## src/design/kt_pkg.sv

```systemverilog
// Shared token types, character classes and keyword table for the keyword tokenizer.
package kt_pkg;

  typedef enum logic [4:0] {
    K_ILLEGAL   = 5'd0,
    K_EOF       = 5'd1,
    K_IDENT     = 5'd2,
    K_INT       = 5'd3,
    K_ASSIGN    = 5'd4,
    K_PLUS      = 5'd5,
    K_MINUS     = 5'd6,
    K_BANG      = 5'd7,
    K_ASTERISK  = 5'd8,
    K_SLASH     = 5'd9,
    K_LT        = 5'd10,
    K_GT        = 5'd11,
    K_EQUAL     = 5'd12,
    K_NOT_EQUAL = 5'd13,
    K_COMMA     = 5'd14,
    K_SEMICOLON = 5'd15,
    K_LPAREN    = 5'd16,
    K_RPAREN    = 5'd17,
    K_LBRACE    = 5'd18,
    K_RBRACE    = 5'd19,
    K_LET       = 5'd20,
    K_FN        = 5'd21,
    K_TRUE      = 5'd22,
    K_FALSE     = 5'd23,
    K_IF        = 5'd24,
    K_ELSE      = 5'd25,
    K_RETURN    = 5'd26
  } token_kind_t;

  typedef struct packed {
    token_kind_t kind;
    logic [15:0] start;
    logic [15:0] length;
  } token_t;

  localparam int MAX_TOKENS = 3;

  // tokens raised by one input item, packed from entry 0 upwards
  typedef struct packed {
    logic [1:0]   cnt;
    token_t [2:0] tok;
  } bundle_t;

  typedef struct packed {
    logic full;
    logic empty;
  } fifo_status_t;

  localparam int FIFO_DEPTH = 4;
  localparam int FIFO_AW    = $clog2(FIFO_DEPTH);
  localparam int FIFO_CW    = $clog2(FIFO_DEPTH + 1);

  localparam int NUM_KEYWORDS = 7;

  // keyword text, first character highest, right aligned
  localparam logic [63:0] KW_VAL [NUM_KEYWORDS] = '{
    64'h6C6574, 64'h666E, 64'h74727565, 64'h66616C7365,
    64'h6966, 64'h656C7365, 64'h72657475726E
  };
  localparam logic [15:0] KW_LEN [NUM_KEYWORDS] = '{
    16'd3, 16'd2, 16'd4, 16'd5, 16'd2, 16'd4, 16'd6
  };
  localparam token_kind_t KW_KIND [NUM_KEYWORDS] = '{
    K_LET, K_FN, K_TRUE, K_FALSE, K_IF, K_ELSE, K_RETURN
  };

  function automatic logic is_letter(input logic [7:0] c);
    return (c >= 8'h61 && c <= 8'h7A) || (c >= 8'h41 && c <= 8'h5A) || c == 8'h5F;
  endfunction

  function automatic logic is_digit(input logic [7:0] c);
    return c >= 8'h30 && c <= 8'h39;
  endfunction

  function automatic logic is_space(input logic [7:0] c);
    return c == 8'h20 || c == 8'h09 || c == 8'h0A || c == 8'h0D;
  endfunction

  function automatic token_kind_t single_kind(input logic [7:0] c);
    token_kind_t k;
    unique case (c)
      8'h2B:   k = K_PLUS;
      8'h2D:   k = K_MINUS;
      8'h2A:   k = K_ASTERISK;
      8'h2F:   k = K_SLASH;
      8'h3C:   k = K_LT;
      8'h3E:   k = K_GT;
      8'h2C:   k = K_COMMA;
      8'h3B:   k = K_SEMICOLON;
      8'h28:   k = K_LPAREN;
      8'h29:   k = K_RPAREN;
      8'h7B:   k = K_LBRACE;
      8'h7D:   k = K_RBRACE;
      default: k = K_ILLEGAL;
    endcase
    return k;
  endfunction

  // exact match: length and every character must agree
  function automatic token_kind_t kw_kind(input logic [15:0] len, input logic [63:0] prefix);
    token_kind_t k;
    k = K_IDENT;
    for (int i = 0; i < NUM_KEYWORDS; i++) begin
      if (len == KW_LEN[i] && prefix == KW_VAL[i]) begin
        k = KW_KIND[i];
      end
    end
    return k;
  endfunction

endpackage

```

## src/design/kt_front.sv

```systemverilog
// Front end: accepts source bytes, tracks runs and pending operators, builds token bundles.
module kt_front #(
  parameter int MAX_SOURCE_BYTES = 65536,
  parameter int KEYWORD_CHARS    = 6
) (
  input  logic                 clk,
  input  logic                 rst_n,
  input  logic                 in_valid,
  output logic                 in_stall,
  input  logic [7:0]           in_char_code,
  input  logic                 in_end_of_input,
  output logic                 push,
  output kt_pkg::bundle_t      push_data,
  input  kt_pkg::fifo_status_t fifo_st
);

  localparam int PW    = 8 * KEYWORD_CHARS;
  localparam int CAP_I = (MAX_SOURCE_BYTES - 1 > 65535) ? 65535 : MAX_SOURCE_BYTES - 1;
  localparam logic [15:0] POS_CAP = 16'(CAP_I);

  typedef enum logic [2:0] {
    MODE_IDLE        = 3'd0,
    MODE_IDENT       = 3'd1,
    MODE_INT         = 3'd2,
    MODE_PEND_ASSIGN = 3'd3,
    MODE_PEND_BANG   = 3'd4
  } mode_t;

  mode_t         mode_r, mode_nxt;
  logic [15:0]   pos_r, pos_nxt;
  logic [15:0]   rstart_r, rstart_nxt;
  logic [15:0]   rlen_r, rlen_nxt;
  logic [PW-1:0] prefix_r, prefix_nxt;

  logic          acc;
  logic          consumed;
  logic [15:0]   pos_bump;
  logic          fl_v, sg_v, ef_v;
  kt_pkg::token_t fl_tok, sg_tok, ef_tok, eof_tok;
  kt_pkg::bundle_t bnd;
  logic [1:0]    n;

  assign in_stall  = fifo_st.full;
  assign acc       = in_valid && !in_stall;
  assign push      = acc && (bnd.cnt != 2'd0);
  assign push_data = bnd;
  assign pos_bump  = (pos_r >= POS_CAP) ? POS_CAP : pos_r + 16'd1;

  always_comb begin
    mode_nxt   = mode_r;
    pos_nxt    = pos_r;
    rstart_nxt = rstart_r;
    rlen_nxt   = rlen_r;
    prefix_nxt = prefix_r;
    consumed   = 1'b0;
    fl_v       = 1'b0;
    sg_v       = 1'b0;
    ef_v       = 1'b0;
    fl_tok     = '0;
    sg_tok     = '0;
    ef_tok     = '0;
    eof_tok    = '0;

    unique case (mode_r) inside
      MODE_IDENT: begin
        if (kt_pkg::is_letter(in_char_code)) begin
          consumed = 1'b1;
          if (rlen_r < 16'(KEYWORD_CHARS)) begin
            prefix_nxt = {prefix_r[PW-9:0], in_char_code};
          end
          if (rlen_r != 16'hFFFF) begin
            rlen_nxt = rlen_r + 16'd1;
          end
        end else begin
          fl_v     = 1'b1;
          fl_tok   = '{kt_pkg::kw_kind(rlen_r, 64'(prefix_r)), rstart_r, rlen_r};
          mode_nxt = MODE_IDLE;
        end
      end
      MODE_INT: begin
        if (kt_pkg::is_digit(in_char_code)) begin
          consumed = 1'b1;
          if (rlen_r != 16'hFFFF) begin
            rlen_nxt = rlen_r + 16'd1;
          end
        end else begin
          fl_v     = 1'b1;
          fl_tok   = '{kt_pkg::K_INT, rstart_r, rlen_r};
          mode_nxt = MODE_IDLE;
        end
      end
      MODE_PEND_ASSIGN, MODE_PEND_BANG: begin
        fl_v     = 1'b1;
        mode_nxt = MODE_IDLE;
        if (in_char_code == 8'h3D) begin
          consumed = 1'b1;
          fl_tok   = '{(mode_r == MODE_PEND_ASSIGN) ? kt_pkg::K_EQUAL : kt_pkg::K_NOT_EQUAL,
                       rstart_r, 16'd2};
        end else begin
          fl_tok   = '{(mode_r == MODE_PEND_ASSIGN) ? kt_pkg::K_ASSIGN : kt_pkg::K_BANG,
                       rstart_r, 16'd1};
        end
      end
      default: mode_nxt = MODE_IDLE;
    endcase

    if (!consumed) begin
      if (kt_pkg::is_space(in_char_code)) begin
        mode_nxt = mode_nxt;
      end else if (kt_pkg::is_letter(in_char_code)) begin
        mode_nxt   = MODE_IDENT;
        rstart_nxt = pos_r;
        rlen_nxt   = 16'd1;
        prefix_nxt = PW'(in_char_code);
      end else if (kt_pkg::is_digit(in_char_code)) begin
        mode_nxt   = MODE_INT;
        rstart_nxt = pos_r;
        rlen_nxt   = 16'd1;
        prefix_nxt = '0;
      end else if (in_char_code == 8'h3D) begin
        mode_nxt   = MODE_PEND_ASSIGN;
        rstart_nxt = pos_r;
      end else if (in_char_code == 8'h21) begin
        mode_nxt   = MODE_PEND_BANG;
        rstart_nxt = pos_r;
      end else begin
        sg_v   = 1'b1;
        sg_tok = '{kt_pkg::single_kind(in_char_code), pos_r, 16'd1};
      end
    end

    if (in_end_of_input) begin
      // resolve whatever is still open, then close the text
      unique case (mode_nxt)
        MODE_IDENT: begin
          ef_v   = 1'b1;
          ef_tok = '{kt_pkg::kw_kind(rlen_nxt, 64'(prefix_nxt)), rstart_nxt, rlen_nxt};
        end
        MODE_INT: begin
          ef_v   = 1'b1;
          ef_tok = '{kt_pkg::K_INT, rstart_nxt, rlen_nxt};
        end
        MODE_PEND_ASSIGN: begin
          ef_v   = 1'b1;
          ef_tok = '{kt_pkg::K_ASSIGN, rstart_nxt, 16'd1};
        end
        MODE_PEND_BANG: begin
          ef_v   = 1'b1;
          ef_tok = '{kt_pkg::K_BANG, rstart_nxt, 16'd1};
        end
        default: ef_v = 1'b0;
      endcase
      eof_tok    = '{kt_pkg::K_EOF, pos_bump, 16'd0};
      mode_nxt   = MODE_IDLE;
      pos_nxt    = '0;
      rstart_nxt = '0;
      rlen_nxt   = '0;
      prefix_nxt = '0;
    end else begin
      pos_nxt = pos_bump;
    end
  end

  // pack the tokens in emission order
  always_comb begin
    bnd = '0;
    n   = 2'd0;
    if (fl_v) begin
      bnd.tok[n] = fl_tok;
      n          = n + 2'd1;
    end
    if (sg_v) begin
      bnd.tok[n] = sg_tok;
      n          = n + 2'd1;
    end
    if (ef_v) begin
      bnd.tok[n] = ef_tok;
      n          = n + 2'd1;
    end
    if (in_end_of_input) begin
      bnd.tok[n] = eof_tok;
      n          = n + 2'd1;
    end
    bnd.cnt = n;
  end

  always_ff @(posedge clk) begin
    if (!rst_n) begin
      mode_r   <= MODE_IDLE;
      pos_r    <= '0;
      rstart_r <= '0;
      rlen_r   <= '0;
      prefix_r <= '0;
    end else if (acc) begin
      mode_r   <= mode_nxt;
      pos_r    <= pos_nxt;
      rstart_r <= rstart_nxt;
      rlen_r   <= rlen_nxt;
      prefix_r <= prefix_nxt;
    end
  end

endmodule

```

## src/design/kt_fifo.sv

```systemverilog
// Short bundle queue between the front end and the token sequencer.
module kt_fifo (
  input  logic                 clk,
  input  logic                 rst_n,
  input  logic                 wr_en,
  input  kt_pkg::bundle_t      wr_data,
  input  logic                 rd_en,
  output kt_pkg::bundle_t      rd_data,
  output kt_pkg::fifo_status_t st
);

  kt_pkg::bundle_t                mem [kt_pkg::FIFO_DEPTH];
  logic [kt_pkg::FIFO_AW-1:0]     wr_ptr_r, rd_ptr_r;
  logic [kt_pkg::FIFO_CW-1:0]     count_r;

  assign st.full  = (count_r == kt_pkg::FIFO_CW'(kt_pkg::FIFO_DEPTH));
  assign st.empty = (count_r == '0);
  assign rd_data  = mem[rd_ptr_r];

  always_ff @(posedge clk) begin
    if (wr_en) begin
      mem[wr_ptr_r] <= wr_data;
    end
  end

  always_ff @(posedge clk) begin
    if (!rst_n) begin
      wr_ptr_r <= '0;
      rd_ptr_r <= '0;
      count_r  <= '0;
    end else begin
      if (wr_en) begin
        wr_ptr_r <= wr_ptr_r + kt_pkg::FIFO_AW'(1);
      end
      if (rd_en) begin
        rd_ptr_r <= rd_ptr_r + kt_pkg::FIFO_AW'(1);
      end
      if (wr_en && !rd_en) begin
        count_r <= count_r + kt_pkg::FIFO_CW'(1);
      end else if (rd_en && !wr_en) begin
        count_r <= count_r - kt_pkg::FIFO_CW'(1);
      end
    end
  end

endmodule

```

## src/design/kt_back.sv

```systemverilog
// Back end: takes bundles from the queue and issues their tokens one per cycle while out_stall is low.
module kt_back (
  input  logic                 clk,
  input  logic                 rst_n,
  output logic                 pop,
  input  kt_pkg::bundle_t      pop_data,
  input  kt_pkg::fifo_status_t fifo_st,
  output logic                 out_valid,
  input  logic                 out_stall,
  output logic [4:0]           out_token_kind,
  output logic [15:0]          out_token_start,
  output logic [15:0]          out_token_length,
  output logic                 out_last_of_run
);

  kt_pkg::bundle_t cur_r;
  logic [1:0]      idx_r;
  logic            have_r;
  logic            out_acc, last_tok, need;
  kt_pkg::token_t  tok;

  assign tok      = cur_r.tok[idx_r];
  assign last_tok = (idx_r == cur_r.cnt - 2'd1);
  assign out_acc  = have_r && !out_stall;
  assign need     = !have_r || (out_acc && last_tok);
  assign pop      = need && !fifo_st.empty;

  assign out_valid        = have_r;
  assign out_token_kind   = tok.kind;
  assign out_token_start  = tok.start;
  assign out_token_length = tok.length;
  assign out_last_of_run  = last_tok;

  always_ff @(posedge clk) begin
    if (!rst_n) begin
      have_r <= 1'b0;
      idx_r  <= '0;
    end else if (need) begin
      have_r <= pop;
      idx_r  <= '0;
    end else if (out_acc) begin
      idx_r <= idx_r + 2'd1;
    end
  end

  always_ff @(posedge clk) begin
    if (pop) begin
      cur_r <= pop_data;
    end
  end

endmodule

```

## src/design/keyword_tokenizer.sv

```systemverilog
// Streaming lexer top level: front end, bundle queue and token sequencer.
// With the queue and output idle, the first token of a byte is written to the bundle queue,
// then popped into the back-end output register and presented from there.
// Throughput: one byte per cycle in while the queue is not full; one token per cycle out
// while out_stall is low, and the 4-entry queue absorbs bursts of bytes that raise several tokens.
// Reset: synchronous, active low; clears scan state, offsets, queue and output stage.
module keyword_tokenizer #(
  parameter int MAX_SOURCE_BYTES = 65536,
  parameter int KEYWORD_CHARS    = 6
) (
  input  logic        clk,
  input  logic        rst_n,
  input  logic        in_valid,
  output logic        in_stall,
  input  logic [7:0]  in_char_code,
  input  logic        in_end_of_input,
  output logic        out_valid,
  input  logic        out_stall,
  output logic [4:0]  out_token_kind,
  output logic [15:0] out_token_start,
  output logic [15:0] out_token_length,
  output logic        out_last_of_run
);

  logic                 push, pop;
  kt_pkg::bundle_t      push_data, pop_data;
  kt_pkg::fifo_status_t fifo_st;

  kt_front #(
    .MAX_SOURCE_BYTES(MAX_SOURCE_BYTES),
    .KEYWORD_CHARS   (KEYWORD_CHARS)
  ) u_front (
    .clk            (clk),
    .rst_n          (rst_n),
    .in_valid       (in_valid),
    .in_stall       (in_stall),
    .in_char_code   (in_char_code),
    .in_end_of_input(in_end_of_input),
    .push           (push),
    .push_data      (push_data),
    .fifo_st        (fifo_st)
  );

  kt_fifo u_fifo (
    .clk    (clk),
    .rst_n  (rst_n),
    .wr_en  (push),
    .wr_data(push_data),
    .rd_en  (pop),
    .rd_data(pop_data),
    .st     (fifo_st)
  );

  kt_back u_back (
    .clk             (clk),
    .rst_n           (rst_n),
    .pop             (pop),
    .pop_data        (pop_data),
    .fifo_st         (fifo_st),
    .out_valid       (out_valid),
    .out_stall       (out_stall),
    .out_token_kind  (out_token_kind),
    .out_token_start (out_token_start),
    .out_token_length(out_token_length),
    .out_last_of_run (out_last_of_run)
  );

endmodule

```

## config.mk

```make
export PLATFORM = sky130hd
export DESIGN_NAME = keyword_tokenizer
export DESIGN_NICKNAME = d
export VERILOG_FILES = /design/src/design/kt_pkg.sv /design/src/design/kt_front.sv /design/src/design/kt_fifo.sv /design/src/design/kt_back.sv /design/src/design/keyword_tokenizer.sv
export SDC_FILE = /design/constraint.sdc
export NUM_CORES = 1
export LEC_CHECK = 0
export BUFFER_PORTS_ARGS = -buffer_cell sky130_fd_sc_hd__buf_2
export CAP_MARGIN = 10
export CORE_MARGIN = 2
export CORE_UTILIZATION = 42
export DETAILED_ROUTE_END_ITERATION = 8
export HOLD_SLACK_MARGIN = 0.08
export PLACE_DENSITY = 0.58
export SETUP_SLACK_MARGIN = 0.1
export SLEW_MARGIN = 20
export SYNTH_ARGS = -nofsm -noshare
export SYNTH_HDL_FRONTEND = slang
export SYNTH_SLANG_ARGS = --single-unit
```

## constraint.sdc

```tcl
create_clock -name clk -period 8.1 [get_ports clk]
set_input_delay 0.405 -clock clk [delete_from_list [all_inputs] [get_ports clk]]
set_output_delay 0.405 -clock clk [all_outputs]
set_load 0.05 [all_outputs]
```

==> impl_metrics.toml <==
[setup_path]
cp-end-kind = "flip-flop"
worstSetupPathType = "flip-flop to flip-flop"
slowest_stage = "and2_4"
critPathArrivalTime_ns = 6.10
setup.worst_path.start_class = "flip-flop"
crit_required_ns = 8.40
path_delay_family = "simple AND/OR/NAND/NOR gates"
crit_path_max_fanout = 62
path_buf_inv = 2
cp_cell_sequence = "or3b_1 -> a21oi_1 -> or2_2 -> nor2_1 -> inv_1 -> ha_1 -> nand2_1 -> o21a_1 -> ha_1 -> mux2i_1 -> o21a_1 -> and2_4 -> buf_4"
slowest_delay_ns = 0.89

[global_route]
grt_first_pass_wirelength_mm = 116.4
antenna_found_initial = 1
gr-usage-all-layers_pct = 20.61
grt_overflow_total = 0
grt_max_degree = 109
grt_pass1_vias = 18652

[logic_synthesis]
ys_types = 86
synth_commonest_cells = "edfxtp_1 (565), nor2_1 (166), nand2_1 (143)"
yosys_warnings = 0
synth_area_um2 = 30060
yosysTopAreaCellShare_pct = 56.44
synth-edff-count = 565
synth_most_common_cell = "edfxtp_1"
synth.area.top_cells = "edfxtp_1 (56%), mux4_2 (8.5%), dfxtp_1 (7.3%)"
syn_avg_cell_area_um2 = 13.69
ys_seq_area_share_pct = 63.70
async_flop_share_pct = 0
synth_ff_type = "edfxtp_1"
synth_fp_nets = 2227
yosysTopAreaCell = "edfxtp_1"
synth-seq-cells = 674
postSynthCellCount = 2196

[clock_network]
worst_skew_pair.late_latency_ns = 0.63
hold_buffers = 1
clockRootBuffer = "clkbuf_16"
cts_sinks = 674
cts_buffers = 71
path_clk_slew_ns = 0.06
clk_path_buf_depth = 3
cts_tree = "built"
htreeDepth = 3
ctsResizeCount = 0
post_cts_buffers = 0

[sta]
max_freq_ghz = 0.1725
setup_viol_count_final = 0
min_period_ns = 5.797
hold_viol_final = 0
max-slew-margin-rel_pct = 20.00
worstMarginPinSlew_ns = 1.196
finClkSkew_ns = 0.02868
rsz0062_at_grt = "false"
tns_ns = 0
finalCritPeriodShare_pct = 71.56
maxSlewViolCount = 0

[floorplan]
rows = 98
initial_core_util_pct = 42.27
coreArea_um2 = 71120
fp.dieArea_um2 = 73730
die_y_um = 271.5
num_io_pins = 53
die_w_um = 271.5

[route]
drt-pass1-iter-count = 5
drt_iter0_drc = 1759
drt_wl_total_mm = 76.23
wl_per_cell_um = 23.79
drc_errors = 0
via_per_inst = 5.884
ant_nets = 0
vias = 18853

[placement]
dp_hpwl_mm = 48.04
numPortBuffers = 52
dp.cells = 3072
gp_congestion = 0.8927

[finish]
fin_nets = 2227
syn_to_final_growth_pct = 11.57
nFillCells = 6249
drive_above_1_share_pct = 15.97
fin_cells = 3204
diodes = 0

[pwr]
powerDensity_nw_per_um2 = 295.6
static-leakage-power_nw = 10.65
ir_drop_mv = 0.1462

[hold_path]
hold_path_class = "primary input to flip-flop"

[outcome]
status = "completed"

[flow_run]
max_cap_violations = 0
## state kept, by name, summed over array words and instances (netlist names), 2 cells and up
register	cells
u_fifo.mem	452
u_back.cur_r	113
u_front.prefix_r	48
u_front.pos_r	16
u_front.rlen_r	16
u_front.rstart_r	16
u_fifo.count_r	3
u_front.mode_r	3
u_back.idx_r	2
u_fifo.rd_ptr_r	2
u_fifo.wr_ptr_r	2
## power breakdown
part           internal (mW)  leakage [nW]  switching (mW)  total [mW]
Clock                   1.82          1.13            1.39        3.21
Sequential              4.41          6.33           0.233        4.64
Combinational          0.720          3.19            1.34        2.06
## final cells by class
| type | count | area (µm²) | area share, % |
|---|---|---|---|
| clock inverters | 43 | 422.9 | 1.261 |
| repair buffers | 80 | 535.5 | 1.597 |
| inverters | 26 | 100.1 | 0.2984 |
| well taps | 950 | 1189 | 3.544 |
| clock buffers | 88 | 1902 | 5.670 |
| multi-input cells | 1343 | 10230 | 30.51 |
| flip-flops and latches | 674 | 19160 | 57.12 |
## worst min-delay path, stage by stage
cell	delay [ns]
buf_2	0.19
a32oi_1	0.20
nor2b_1	0.06
## worst paths after layout
check | to | slack, ns | startpoint | depth (start not counted)
worst min-delay path | u_front.prefix_r[0] | 0.29 | in_char_code[0] | 3
worst max-delay path | u_fifo.mem[3][101] | 2.30 | u_front.mode_r[0] | 13
worst max register to register | u_fifo.mem[3][101] | 2.30 | u_front.mode_r[0] | 13
worst min register to register | u_front.prefix_r[42] | 0.53 | u_front.prefix_r[42] | 2
## cell usage in the layout (no fill, tap or decap), drive strengths merged, types with 19 or more instances in the layout
cell    synthesis  routed
nand2b         21      21
clkbuf        110      88
clkinv          0      34
a211oi         23      23
nand4          35      35
nor2b         100     100
nand2         143     143
and2           41      41
mux4          113     113
edfxtp        565     565
mux2i          64      64
nor3           44      44
buf            43      79
nor4           24      24
a221oi         27      27
a22oi          66      66
o21ai         101     101
o22ai          19      19
nand3          45      45
inv            26      28
a21oi          72      72
dfxtp         109     109
nor2          166     166
a31oi          32      32
## metrics by stage
stage	hold slack, ns	setup WS, ns	total power [mW]	cell area (µm²)	util, %
3_5_place_dp	0.5213	1.983	6.830	31210	43.88
3_3_place_gp	0.5061	2.095	6.788	31210	43.88
6_report	0.2854	2.303	9.917	33540	47.16
5_1_grt	0.3149	1.948	10.33	33540	47.16
4_1_cts	0.2482	2.318	10.04	33540	47.16
2_1_floorplan	0.4858	1.602	6.200	30060	-
## cells by family (layout without fill, tap and decap cells)
kind of cell,Yosys count,in the layout,synth area share [%]
multiplexers,180,180,10.71
adder cells (fa/ha/maj),18,18,0.7741
flip-flops,674,674,63.69
AND/OR/NAND/NOR,710,710,12.65
buffers and inverters,179,237,2.443
XOR/XNOR,20,20,0.5827
AO/OA/AOI/OAI,415,415,9.144
## per-layer routing
layer | routed length (µm) | vias up | track usage, %
met5 | 0 | - | 0
met4 | 1855 | 0 | 5.827
met3 | 4706 | 127 | 3.715
met2 | 34600 | 644 | 31.13
met1 | 35070 | 9542 | 30.61
li1 | - | 8540 | -
(Power assumes the default switching activity.)
